===== config.mk =====
export PLATFORM = sky130hd
export DESIGN_NAME = motor_velocity_pid
export DESIGN_NICKNAME = d
export VERILOG_FILES = /design/src/rtl/mvp_pkg.sv /design/src/rtl/motor_velocity_pid.sv
export SDC_FILE = /design/constraint.sdc
export NUM_CORES = 2
export LEC_CHECK = 0
export BUFFER_PORTS_ARGS = -buffer_cell sky130_fd_sc_hd__buf_2
export CAP_MARGIN = 10
export CORE_MARGIN = 3
export CORE_UTILIZATION = 45
export DETAILED_ROUTE_END_ITERATION = 8
export GPL_ROUTABILITY_DRIVEN = 0
export GPL_TIMING_DRIVEN = 0
export PLACE_DENSITY = 0.66
export SLEW_MARGIN = 40
export SYNTH_ARGS = -nofsm -noshare
export SYNTH_HDL_FRONTEND = slang
export SYNTH_SLANG_ARGS = --single-unit

===== constraint.sdc =====
create_clock -name clk -period 8.4 [get_ports clk]
set_input_delay 1.26 -clock clk [delete_from_list [all_inputs] [get_ports clk]]
set_output_delay 1.26 -clock clk [all_outputs]
set_load 0.1 [all_outputs]

===== src/rtl/mvp_pkg.sv =====
package mvp_pkg;

    typedef logic [31:0] word_t;
    typedef logic [47:0] quot_t;

    localparam int IN_TDATA_W  = 80;
    localparam int OUT_TDATA_W = 16;
    localparam int CFG_INDEX_W = 3;
    localparam int CFG_DATA_W  = 32;

    localparam int DUTY_MAX  = 255;
    localparam int MUL_STEPS = 32;
    localparam int DIV_STEPS = 48;

    localparam logic [CFG_INDEX_W-1:0] REG_GAIN_P    = 3'd0;
    localparam logic [CFG_INDEX_W-1:0] REG_GAIN_I    = 3'd1;
    localparam logic [CFG_INDEX_W-1:0] REG_GAIN_D    = 3'd2;
    localparam logic [CFG_INDEX_W-1:0] REG_POS_SCALE = 3'd3;

    localparam logic [1:0] DIR_COAST = 2'd0;
    localparam logic [1:0] DIR_FWD   = 2'd1;
    localparam logic [1:0] DIR_REV   = 2'd2;

    localparam word_t       GAIN_P_RESET = 32'd3276800;
    localparam word_t       GAIN_I_RESET = 32'd1311;
    localparam word_t       GAIN_D_RESET = 32'd0;
    localparam logic [23:0] SCALE_RESET  = 24'hFFA51B;

    localparam logic [15:0] MS_PER_S  = 16'd1000;
    localparam word_t       INT_LIMIT = 32'd16711680;

    // magnitude plus sign back to a saturated 32-bit two's complement word
    function automatic word_t sat_mag(input logic [55:0] mag, input logic neg);
        logic big;
        big = (mag >= 56'h0000_0080_0000_00);
        if (neg)
            return big ? 32'h8000_0000 : (~mag[31:0] + 32'd1);
        else
            return big ? 32'h7FFF_FFFF : mag[31:0];
    endfunction

    function automatic word_t abs32(input word_t x);
        return x[31] ? (~x + 32'd1) : x;
    endfunction

    function automatic word_t abs33(input logic [32:0] x);
        logic [32:0] n;
        n = ~x + 33'd1;
        return x[32] ? n[31:0] : x[31:0];
    endfunction

    function automatic word_t sat_sub(input word_t a, input word_t b);
        logic [32:0] r;
        r = {a[31], a} - {b[31], b};
        if (r[32] != r[31])
            return r[32] ? 32'h8000_0000 : 32'h7FFF_FFFF;
        return r[31:0];
    endfunction

endpackage


===== src/rtl/motor_velocity_pid.sv =====
// Velocity PID controller for an H-bridge motor drive.
// Input item on s_*: raw encoder count, elapsed ms and target velocity (Q16.16).
// Output item on m_*: direction (0 coast, 1 forward, 2 reverse) and 8-bit duty.
// A zero target gives one coast item; a zero drive with nonzero target gives no
// item and the bridge keeps its last setting.
// Gains and the count-to-position scale are written on the cfg_* channel by
// register index; write them only while the block is idle. cfg_ready is always high.
// From acceptance to its result an item passes through seven products on a
// one-bit-per-cycle shift-add multiplier, three quotients on a
// one-bit-per-cycle restoring divider and fifteen bookkeeping steps.
// Items are handled one at a time: no new item is taken before the sequencer
// is done with the last; s_tready is high only while the sequencer waits.
// The result sits in an output register, so the next item is taken while it
// waits; if the receiver still stalls when the next result is ready, the
// sequencer holds in its last step until the register frees.
// Reset restores the default gains and clears position, error and integral.
module motor_velocity_pid (
    input  logic                             clk,
    input  logic                             rst_n,
    input  logic                             s_tvalid,
    output logic                             s_tready,
    // encoder_count[31:0], elapsed_ms[47:32], target_velocity[79:48]
    input  logic [mvp_pkg::IN_TDATA_W-1:0]   s_tdata,
    output logic                             m_tvalid,
    input  logic                             m_tready,
    // direction[1:0], duty[9:2], zero fill[15:10]
    output logic [mvp_pkg::OUT_TDATA_W-1:0]  m_tdata,
    input  logic                             cfg_valid,
    output logic                             cfg_ready,
    input  logic [mvp_pkg::CFG_INDEX_W-1:0]  cfg_index,
    input  logic [mvp_pkg::CFG_DATA_W-1:0]   cfg_data
);
    import mvp_pkg::*;

    localparam logic [4:0] S_IDLE = 5'd0;
    localparam logic [4:0] S_MPOS = 5'd1;
    localparam logic [4:0] S_POS  = 5'd2;
    localparam logic [4:0] S_DIFF = 5'd3;
    localparam logic [4:0] S_LVEL = 5'd4;
    localparam logic [4:0] S_MVEL = 5'd5;
    localparam logic [4:0] S_DVL  = 5'd6;
    localparam logic [4:0] S_DVEL = 5'd7;
    localparam logic [4:0] S_VEL  = 5'd8;
    localparam logic [4:0] S_ERR  = 5'd9;
    localparam logic [4:0] S_LINT = 5'd10;
    localparam logic [4:0] S_MINT = 5'd11;
    localparam logic [4:0] S_DIL  = 5'd12;
    localparam logic [4:0] S_DINT = 5'd13;
    localparam logic [4:0] S_INT  = 5'd14;
    localparam logic [4:0] S_MDER = 5'd15;
    localparam logic [4:0] S_DDL  = 5'd16;
    localparam logic [4:0] S_DDER = 5'd17;
    localparam logic [4:0] S_DER  = 5'd18;
    localparam logic [4:0] S_MGP  = 5'd19;
    localparam logic [4:0] S_AGP  = 5'd20;
    localparam logic [4:0] S_MGI  = 5'd21;
    localparam logic [4:0] S_AGI  = 5'd22;
    localparam logic [4:0] S_MGD  = 5'd23;
    localparam logic [4:0] S_AGD  = 5'd24;
    localparam logic [4:0] S_OUT  = 5'd25;

    localparam logic [5:0] MUL_LAST = 6'(MUL_STEPS - 1);
    localparam logic [5:0] DIV_LAST = 6'(DIV_STEPS - 1);

    logic [4:0]  state_reg, state_next;
    logic [5:0]  step_reg, step_next;
    word_t       gain_p_reg, gain_p_next;
    word_t       gain_i_reg, gain_i_next;
    word_t       gain_d_reg, gain_d_next;
    logic [23:0] scale_reg, scale_next;
    word_t       last_pos_reg, last_pos_next;
    word_t       last_err_reg, last_err_next;
    word_t       integral_reg, integral_next;
    logic        m_tvalid_reg, m_tvalid_next;
    logic [OUT_TDATA_W-1:0] m_tdata_reg, m_tdata_next;

    logic [15:0] t_reg, t_next;
    word_t       target_reg, target_next;
    word_t       err_reg, err_next;
    word_t       der_reg, der_next;
    logic [32:0] diff_reg, diff_next;
    logic        neg_reg, neg_next;
    logic signed [50:0] sum_reg, sum_next;

    word_t       mul_a_reg, mul_a_next;
    word_t       mul_hi_reg, mul_hi_next;
    word_t       mul_lo_reg, mul_lo_next;
    logic [15:0] div_d_reg, div_d_next;
    logic [15:0] div_rem_reg, div_rem_next;
    quot_t       div_quo_reg, div_quo_next;

    logic [32:0] mul_sum;
    logic [63:0] mul_prod;
    logic [16:0] div_r2;
    logic [17:0] div_sub;
    logic        div_ge;

    logic [23:0] scale_abs;
    logic [25:0] int_q;
    logic signed [27:0] int_lim, int_base, int_add, int_acc, int_clamped;
    logic signed [50:0] term;
    logic [50:0] sum_mag;
    logic [33:0] pwm_mag;
    logic        pwm_nz;
    logic [7:0]  duty_val;
    logic        emit;
    logic [1:0]  out_dir;
    logic        out_free;
    logic        in_fire;

    assign s_tready  = (state_reg == S_IDLE);
    assign in_fire   = s_tvalid && s_tready;
    assign m_tvalid  = m_tvalid_reg;
    assign m_tdata   = m_tdata_reg;
    assign cfg_ready = 1'b1;
    assign out_free  = !m_tvalid_reg || m_tready;

    // one multiplier bit per cycle: add then shift the pair right
    assign mul_sum  = {1'b0, mul_hi_reg} + (mul_lo_reg[0] ? {1'b0, mul_a_reg} : 33'd0);
    assign mul_prod = {mul_hi_reg, mul_lo_reg};

    // one quotient bit per cycle, restoring
    assign div_r2  = {div_rem_reg, div_quo_reg[47]};
    assign div_sub = {1'b0, div_r2} - {2'b00, div_d_reg};
    assign div_ge  = !div_sub[17];

    assign scale_abs = scale_reg[23] ? (~scale_reg + 24'd1) : scale_reg;

    // large steps saturate the integral either way, so cap the step first
    always_comb
    begin
        int_q       = (|div_quo_reg[47:25]) ? 26'h200_0000 : div_quo_reg[25:0];
        int_lim     = $signed(INT_LIMIT[27:0]);
        int_base    = $signed(integral_reg[27:0]);
        int_add     = err_reg[31] ? -$signed({2'b00, int_q}) : $signed({2'b00, int_q});
        int_acc     = int_base + int_add;
        if (int_acc > int_lim)
            int_clamped = int_lim;
        else if (int_acc < -int_lim)
            int_clamped = -int_lim;
        else
            int_clamped = int_acc;
    end

    assign term = neg_reg ? -$signed({3'b000, mul_prod[63:16]})
                          :  $signed({3'b000, mul_prod[63:16]});

    always_comb
    begin
        sum_mag  = sum_reg[50] ? 51'(-sum_reg) : 51'(sum_reg);
        pwm_mag  = sum_mag[49:16];
        pwm_nz   = |pwm_mag;
        duty_val = (pwm_mag >= 34'(DUTY_MAX)) ? 8'(DUTY_MAX) : pwm_mag[7:0];
        if (target_reg == 32'd0)
        begin
            emit    = 1'b1;
            out_dir = DIR_COAST;
        end
        else
        begin
            emit    = pwm_nz;
            // drive is the negated sum
            out_dir = sum_reg[50] ? DIR_FWD : DIR_REV;
        end
    end

    always_comb
    begin
        state_next    = state_reg;
        step_next     = 6'd0;
        gain_p_next   = gain_p_reg;
        gain_i_next   = gain_i_reg;
        gain_d_next   = gain_d_reg;
        scale_next    = scale_reg;
        last_pos_next = last_pos_reg;
        last_err_next = last_err_reg;
        integral_next = integral_reg;
        m_tvalid_next = m_tvalid_reg;
        m_tdata_next  = m_tdata_reg;
        t_next        = t_reg;
        target_next   = target_reg;
        err_next      = err_reg;
        der_next      = der_reg;
        diff_next     = diff_reg;
        neg_next      = neg_reg;
        sum_next      = sum_reg;
        mul_a_next    = mul_a_reg;
        mul_hi_next   = mul_hi_reg;
        mul_lo_next   = mul_lo_reg;
        div_d_next    = div_d_reg;
        div_rem_next  = div_rem_reg;
        div_quo_next  = div_quo_reg;

        if (cfg_valid)
        begin
            case (cfg_index)
                REG_GAIN_P:    gain_p_next = cfg_data;
                REG_GAIN_I:    gain_i_next = cfg_data;
                REG_GAIN_D:    gain_d_next = cfg_data;
                REG_POS_SCALE: scale_next  = cfg_data[23:0];
                default: ;
            endcase
        end

        if (m_tvalid_reg && m_tready)
            m_tvalid_next = 1'b0;

        case (state_reg)
            S_IDLE:
            begin
                if (in_fire)
                begin
                    t_next      = (s_tdata[47:32] == 16'd0) ? 16'd1 : s_tdata[47:32];
                    target_next = s_tdata[79:48];
                    neg_next    = s_tdata[31] ^ scale_reg[23];
                    mul_a_next  = abs32(s_tdata[31:0]);
                    mul_hi_next = 32'd0;
                    mul_lo_next = {8'd0, scale_abs};
                    state_next  = S_MPOS;
                end
            end
            S_MPOS, S_MVEL, S_MINT, S_MDER, S_MGP, S_MGI, S_MGD:
            begin
                mul_hi_next = mul_sum[32:1];
                mul_lo_next = {mul_sum[0], mul_lo_reg[31:1]};
                step_next   = step_reg + 6'd1;
                if (step_reg == MUL_LAST)
                begin
                    step_next = 6'd0;
                    case (state_reg)
                        S_MPOS:  state_next = S_POS;
                        S_MVEL:  state_next = S_DVL;
                        S_MINT:  state_next = S_DIL;
                        S_MDER:  state_next = S_DDL;
                        S_MGP:   state_next = S_AGP;
                        S_MGI:   state_next = S_AGI;
                        default: state_next = S_AGD;
                    endcase
                end
            end
            S_DVEL, S_DINT, S_DDER:
            begin
                div_rem_next = div_ge ? div_sub[15:0] : div_r2[15:0];
                div_quo_next = {div_quo_reg[46:0], div_ge};
                step_next    = step_reg + 6'd1;
                if (step_reg == DIV_LAST)
                begin
                    step_next = 6'd0;
                    case (state_reg)
                        S_DVEL:  state_next = S_VEL;
                        S_DINT:  state_next = S_INT;
                        default: state_next = S_DER;
                    endcase
                end
            end
            S_POS:
            begin
                // park the old position, take the new one
                diff_next     = {last_pos_reg[31], last_pos_reg};
                last_pos_next = sat_mag(mul_prod[63:8], neg_reg);
                state_next    = S_DIFF;
            end
            S_DIFF:
            begin
                diff_next  = {last_pos_reg[31], last_pos_reg} - diff_reg;
                state_next = S_LVEL;
            end
            S_LVEL:
            begin
                neg_next    = diff_reg[32];
                mul_a_next  = abs33(diff_reg);
                mul_hi_next = 32'd0;
                mul_lo_next = {16'd0, MS_PER_S};
                state_next  = S_MVEL;
            end
            S_DVL, S_DIL, S_DDL:
            begin
                div_quo_next = mul_prod[47:0];
                div_rem_next = 16'd0;
                div_d_next   = (state_reg == S_DIL) ? MS_PER_S : t_reg;
                case (state_reg)
                    S_DVL:   state_next = S_DVEL;
                    S_DIL:   state_next = S_DINT;
                    default: state_next = S_DDER;
                endcase
            end
            S_VEL:
            begin
                // der holds the velocity until the error is formed
                der_next   = sat_mag({8'd0, div_quo_reg}, neg_reg);
                state_next = S_ERR;
            end
            S_ERR:
            begin
                err_next   = sat_sub(target_reg, der_reg);
                state_next = S_LINT;
            end
            S_LINT:
            begin
                mul_a_next    = abs32(err_reg);
                mul_hi_next   = 32'd0;
                mul_lo_next   = {16'd0, t_reg};
                diff_next     = {err_reg[31], err_reg} - {last_err_reg[31], last_err_reg};
                last_err_next = err_reg;
                state_next    = S_MINT;
            end
            S_INT:
            begin
                integral_next = {{4{int_clamped[27]}}, int_clamped};
                neg_next      = diff_reg[32];
                mul_a_next    = abs33(diff_reg);
                mul_hi_next   = 32'd0;
                mul_lo_next   = {16'd0, MS_PER_S};
                state_next    = S_MDER;
            end
            S_DER:
            begin
                der_next    = sat_mag({8'd0, div_quo_reg}, neg_reg);
                sum_next    = '0;
                neg_next    = err_reg[31];
                mul_a_next  = gain_p_reg;
                mul_hi_next = 32'd0;
                mul_lo_next = abs32(err_reg);
                state_next  = S_MGP;
            end
            S_AGP:
            begin
                sum_next    = sum_reg + term;
                neg_next    = integral_reg[31];
                mul_a_next  = gain_i_reg;
                mul_hi_next = 32'd0;
                mul_lo_next = abs32(integral_reg);
                state_next  = S_MGI;
            end
            S_AGI:
            begin
                sum_next    = sum_reg + term;
                neg_next    = der_reg[31];
                mul_a_next  = gain_d_reg;
                mul_hi_next = 32'd0;
                mul_lo_next = abs32(der_reg);
                state_next  = S_MGD;
            end
            S_AGD:
            begin
                sum_next   = sum_reg + term;
                state_next = S_OUT;
            end
            S_OUT:
            begin
                if (!emit)
                    state_next = S_IDLE;
                else if (out_free)
                begin
                    m_tvalid_next = 1'b1;
                    m_tdata_next  = {6'd0,
                                     (out_dir == DIR_COAST) ? 8'd0 : duty_val,
                                     out_dir};
                    state_next    = S_IDLE;
                end
            end
            default:
            begin
                state_next = S_IDLE;
            end
        endcase
    end

    always_ff @(posedge clk or negedge rst_n)
    begin
        if (!rst_n)
        begin
            state_reg    <= S_IDLE;
            step_reg     <= 6'd0;
            gain_p_reg   <= GAIN_P_RESET;
            gain_i_reg   <= GAIN_I_RESET;
            gain_d_reg   <= GAIN_D_RESET;
            scale_reg    <= SCALE_RESET;
            last_pos_reg <= 32'd0;
            last_err_reg <= 32'd0;
            integral_reg <= 32'd0;
            m_tvalid_reg <= 1'b0;
        end
        else
        begin
            state_reg    <= state_next;
            step_reg     <= step_next;
            gain_p_reg   <= gain_p_next;
            gain_i_reg   <= gain_i_next;
            gain_d_reg   <= gain_d_next;
            scale_reg    <= scale_next;
            last_pos_reg <= last_pos_next;
            last_err_reg <= last_err_next;
            integral_reg <= integral_next;
            m_tvalid_reg <= m_tvalid_next;
        end
    end

    always_ff @(posedge clk)
    begin
        m_tdata_reg <= m_tdata_next;
        t_reg       <= t_next;
        target_reg  <= target_next;
        err_reg     <= err_next;
        der_reg     <= der_next;
        diff_reg    <= diff_next;
        neg_reg     <= neg_next;
        sum_reg     <= sum_next;
        mul_a_reg   <= mul_a_next;
        mul_hi_reg  <= mul_hi_next;
        mul_lo_reg  <= mul_lo_next;
        div_d_reg   <= div_d_next;
        div_rem_reg <= div_rem_next;
        div_quo_reg <= div_quo_next;
    end

    a_integral_bound: assert property (@(posedge clk) disable iff (!rst_n)
        abs32(integral_reg) <= INT_LIMIT)
        else $error("integral outside its clamp");

    a_coast_zero_duty: assert property (@(posedge clk) disable iff (!rst_n)
        (m_tvalid_reg && m_tdata_reg[1:0] == DIR_COAST) |-> (m_tdata_reg[9:2] == 8'd0))
        else $error("coast item with nonzero duty");

    a_drive_nonzero: assert property (@(posedge clk) disable iff (!rst_n)
        (m_tvalid_reg && m_tdata_reg[1:0] != DIR_COAST)
            |-> ((m_tdata_reg[1:0] == DIR_FWD || m_tdata_reg[1:0] == DIR_REV)
                 && m_tdata_reg[9:2] != 8'd0))
        else $error("drive item with bad direction or zero duty");

    a_start_seq: assert property (@(posedge clk) disable iff (!rst_n)
        in_fire |=> (state_reg == S_MPOS && step_reg == 6'd0))
        else $error("accepted item did not start the position product");

endmodule

==> results.sh <==
export IMPL_drv_cap=0
export IMPL_p_per_area_nw_per_um2=149
export IMPL_gr_total_overflow=0
export IMPL_post_route_util=0.511
export IMPL_p_total_mw=7.28
export IMPL_die_area_sq_um=101000
export IMPL_synth_area_leader_cell="edfxtp_1"
export IMPL_synth_distinct_cells=91
export IMPL_ios=139
export IMPL_fin_setup_tns_ns=0
export IMPL_ys_top_cells_by_area="edfxtp_1 (26%), dfrtp_1 (11%), ha_1 (6.8%), xnor2_1 (5.0%), o21ai_0 (4.4%)"
export IMPL_postCtsSetupRepairBufs=0
export IMPL_setup_viol=0
export IMPL_final_layout_size_suffix_gt1_frac=0.110
export IMPL_largest_reg_flops=51
export IMPL_min_period_ns=8.07
export IMPL_wl_per_cell_microns=24.9
export IMPL_start_kind="register"
export IMPL_detail_route_vias_per_cell=6.32
export IMPL_cts_tree="done"
export IMPL_synth_compound_area_frac=0.199
export IMPL_hold_slack_ns=0.485
export IMPL_grtUsageTotal=0.301
export IMPL_critical_path_class="register to register"
export IMPL_placed_cell_area_sq_um=46300
export IMPL_core_area_sq_um=95400
export IMPL_hold_viol=0
export IMPL_cts_resized=0
export IMPL_nets=5292
export IMPL_antenna_found_initial=7
export IMPL_status="finished, final reports clean"
export IMPL_p_sw_mw=1.76
export IMPL_synth_top_cell_area_share=0.264
export IMPL_pwr_share_seq=0.475
export IMPL_die_x_microns=317
export IMPL_syn_area_sq_um=43500
export IMPL_portBuffers=131
export IMPL_synthFlopType="edfxtp_1"
export IMPL_path_max_fanout=10
export IMPL_p_sw_frac=0.242
export IMPL_fin_ws_ns=0.327
export IMPL_cts_hold_buffers=0
export IMPL_insertion_delay_ns=0.65
export IMPL_post_route_period_util=0.961
export IMPL_yosysSeqAreaShare=0.394
export IMPL_yosys_area_share_xor_xnor=0.0873
export IMPL_skew_ns=0.0384
export IMPL_core_rowCount=113
export IMPL_root_buffer="clkbuf_16"
export IMPL_synthArstFlopShare=0.369
export IMPL_power_internal_mw=5.52
export IMPL_ir_worst_vdd_mv=0.132
export IMPL_drc=0
export IMPL_p_clk_frac=0.455
export IMPL_area_delta_synth_final_pct=12.0
export IMPL_cts_sinks=607
export IMPL_dp_hpwl_microns=124000
export IMPL_cts_buffer_depth=3
export IMPL_avgSynthCellArea_sq_um=9.28
export IMPL_postSynthCellCount=4694
export IMPL_drv_slew=0
export IMPL_routed_wl_microns=156000
export IMPL_share_comb_of_total_power=0.070
export IMPL_worstPathRequired_ns=8.96
export IMPL_p_leak_nw=19.7
export IMPL_place_ws_ns=0.0960
export IMPL_first_global_vias=36400
export IMPL_path_clk_slew_ns=0.06
export IMPL_die_h_microns=317
export IMPL_synthMuxAreaShare=0.0515
export IMPL_final_cells=6252
export IMPL_numCtsBuffers=72
export IMPL_dp_cells=6118
export IMPL_worst_setup_path_end_kind="register"
export IMPL_relSlewSlack=0.315
export IMPL_fin_area_sq_um=48800
export IMPL_grt_pass1_wl_microns=227000
export IMPL_hold_class="register to register"
export IMPL_first_pass_iters=6
export IMPL_vias=39500
export IMPL_fmax_mhz=124
export IMPL_synthSimpleGateAreaFrac=0.158
export IMPL_htree_levels=3
export IMPL_ys_ff_latch=607
export IMPL_rsz0062_at_grt="no"
export IMPL_grt_max_degree=77
export IMPL_antenna_left=0
export IMPL_arrival_ns=8.63
export IMPL_max_slew_worst_pin_slew_ns=1.03
export IMPL_ys_warn_count=0
export IMPL_synth_top_family_by_area="compound AO/OA/AOI/OAI gates"
export IMPL_start_util=0.456
export IMPL_yosys_area_share_adder=0.0716
export IMPL_synth_edf_count=383
export IMPL_drt_iter0_drc=5040
==> area by class of cell <==
type	instances	area, sq um
fillers	8764	46700
multi-input cells	3653	24900
flip-flops and latches	607	17100
clock buffers	93	2020
well taps	1265	1580
repair buffers	155	995
plain buffers	228	910
inverters	210	788
clock inverters	39	454
diodes	2	5.00
==> final timing paths <==
path | from | end | slack (ns) | depth (start not counted)
setup / recovery | div_quo_reg[47] | integral_reg[3] | 0.33 | 25
hold / removal | step_reg[0] | step_reg[0] | 0.48 | 1
setup reg to reg | div_quo_reg[47] | integral_reg[3] | 0.33 | 25
hold reg to reg | step_reg[0] | step_reg[0] | 0.48 | 1
max in group asynchronous | rst_n | gain_p_reg[21] | 6.46 | 4
min in group asynchronous | rst_n | integral_reg[26] | 0.49 | 1
==> cell usage after synthesis, drive strengths merged, types with 40 or more instances <==
cell type	n
nand4	40
o21ai	391
o21a	45
nor3	120
inv	209
and2	75
xnor2	248
nand3	72
nor2	358
nor4	51
nand2b	59
a21oi	350
xor2	186
dfrtp	198
ha	238
a21o	86
o31ai	71
edfxtp	383
nor2b	47
nand2	378
clkbuf	191
or3	67
mux2	167
==> power groups by stage <==
stage | sequential, mW | clock, mW | combinational, mW
after floorplan | 3.47 | 0 | 0.298
after global placement | 3.51 | 0 | 0.479
after detailed placement | 3.51 | 0 | 0.494
after CTS | 3.45 | 3.34 | 0.497
after global routing | 3.47 | 3.45 | 0.537
final | 3.46 | 3.31 | 0.511
==> cell families after synthesis <==
| kind of cell | Yosys count |
|---|---|
| other cells | 2 |
| xor+xnor | 434 |
| mux | 203 |
| fa+ha+maj | 245 |
| compound gates | 1363 |
| buf+inv | 439 |
| flops | 607 |
| simple gates | 1401 |
==> critical path, stage by stage (launching register included) <==
cell and delay, ns:
edfxtp_1 0.64, nor4_1 0.45, and4_1 0.47, nand2_1 0.16, nor2_1 0.20, and2_1 0.45
clkbuf_2 0.36, nand2_1 0.18, ha_1 0.22, clkbuf_1 0.25, o21ai_2 0.23, nand2_1 0.21
xor2_1 0.32, ha_1 0.34, a21oi_1 0.33, o21bai_1 0.14, and2_1 0.19, o211ai_1 0.43
a211oi_1 0.19, a211oi_1 0.26, and4b_1 0.26, or3_1 0.43, o32ai_2 0.55, nand2_1 0.28
buf_2 0.26, o21ai_0 0.18
==> routing by layer <==
| metal | share of wire | global-route usage |
|---|---|---|
| met1 | 0.39 | 0.394 |
| met2 | 0.42 | 0.449 |
| met3 | 0.11 | 0.0755 |
| met4 | 0.070 | 0.180 |
| met5 | 0.00041 | 0 |
==> layout by cell type (no fill, tap or decap), drive strengths merged, types with 34 or more instances in the layout <==
master and n:
buf 192, mux2i 36, nand2b 59, nor2b 47, dfrtp 198, nand3 72
o31ai 71, or3 67, edfxtp 383, a21oi 350, o21ai 391, o22ai 38
nor4 51, xor2 186, mux2 167, ha 238, nor2 358, a22oi 34
inv 213, clkbuf 284, a31oi 38, o21a 45, nand2 378, nor3 120
a21o 86, nand4 40, xnor2 248, and2 75
No activity file was read; power rests on OpenSTA's default activity.
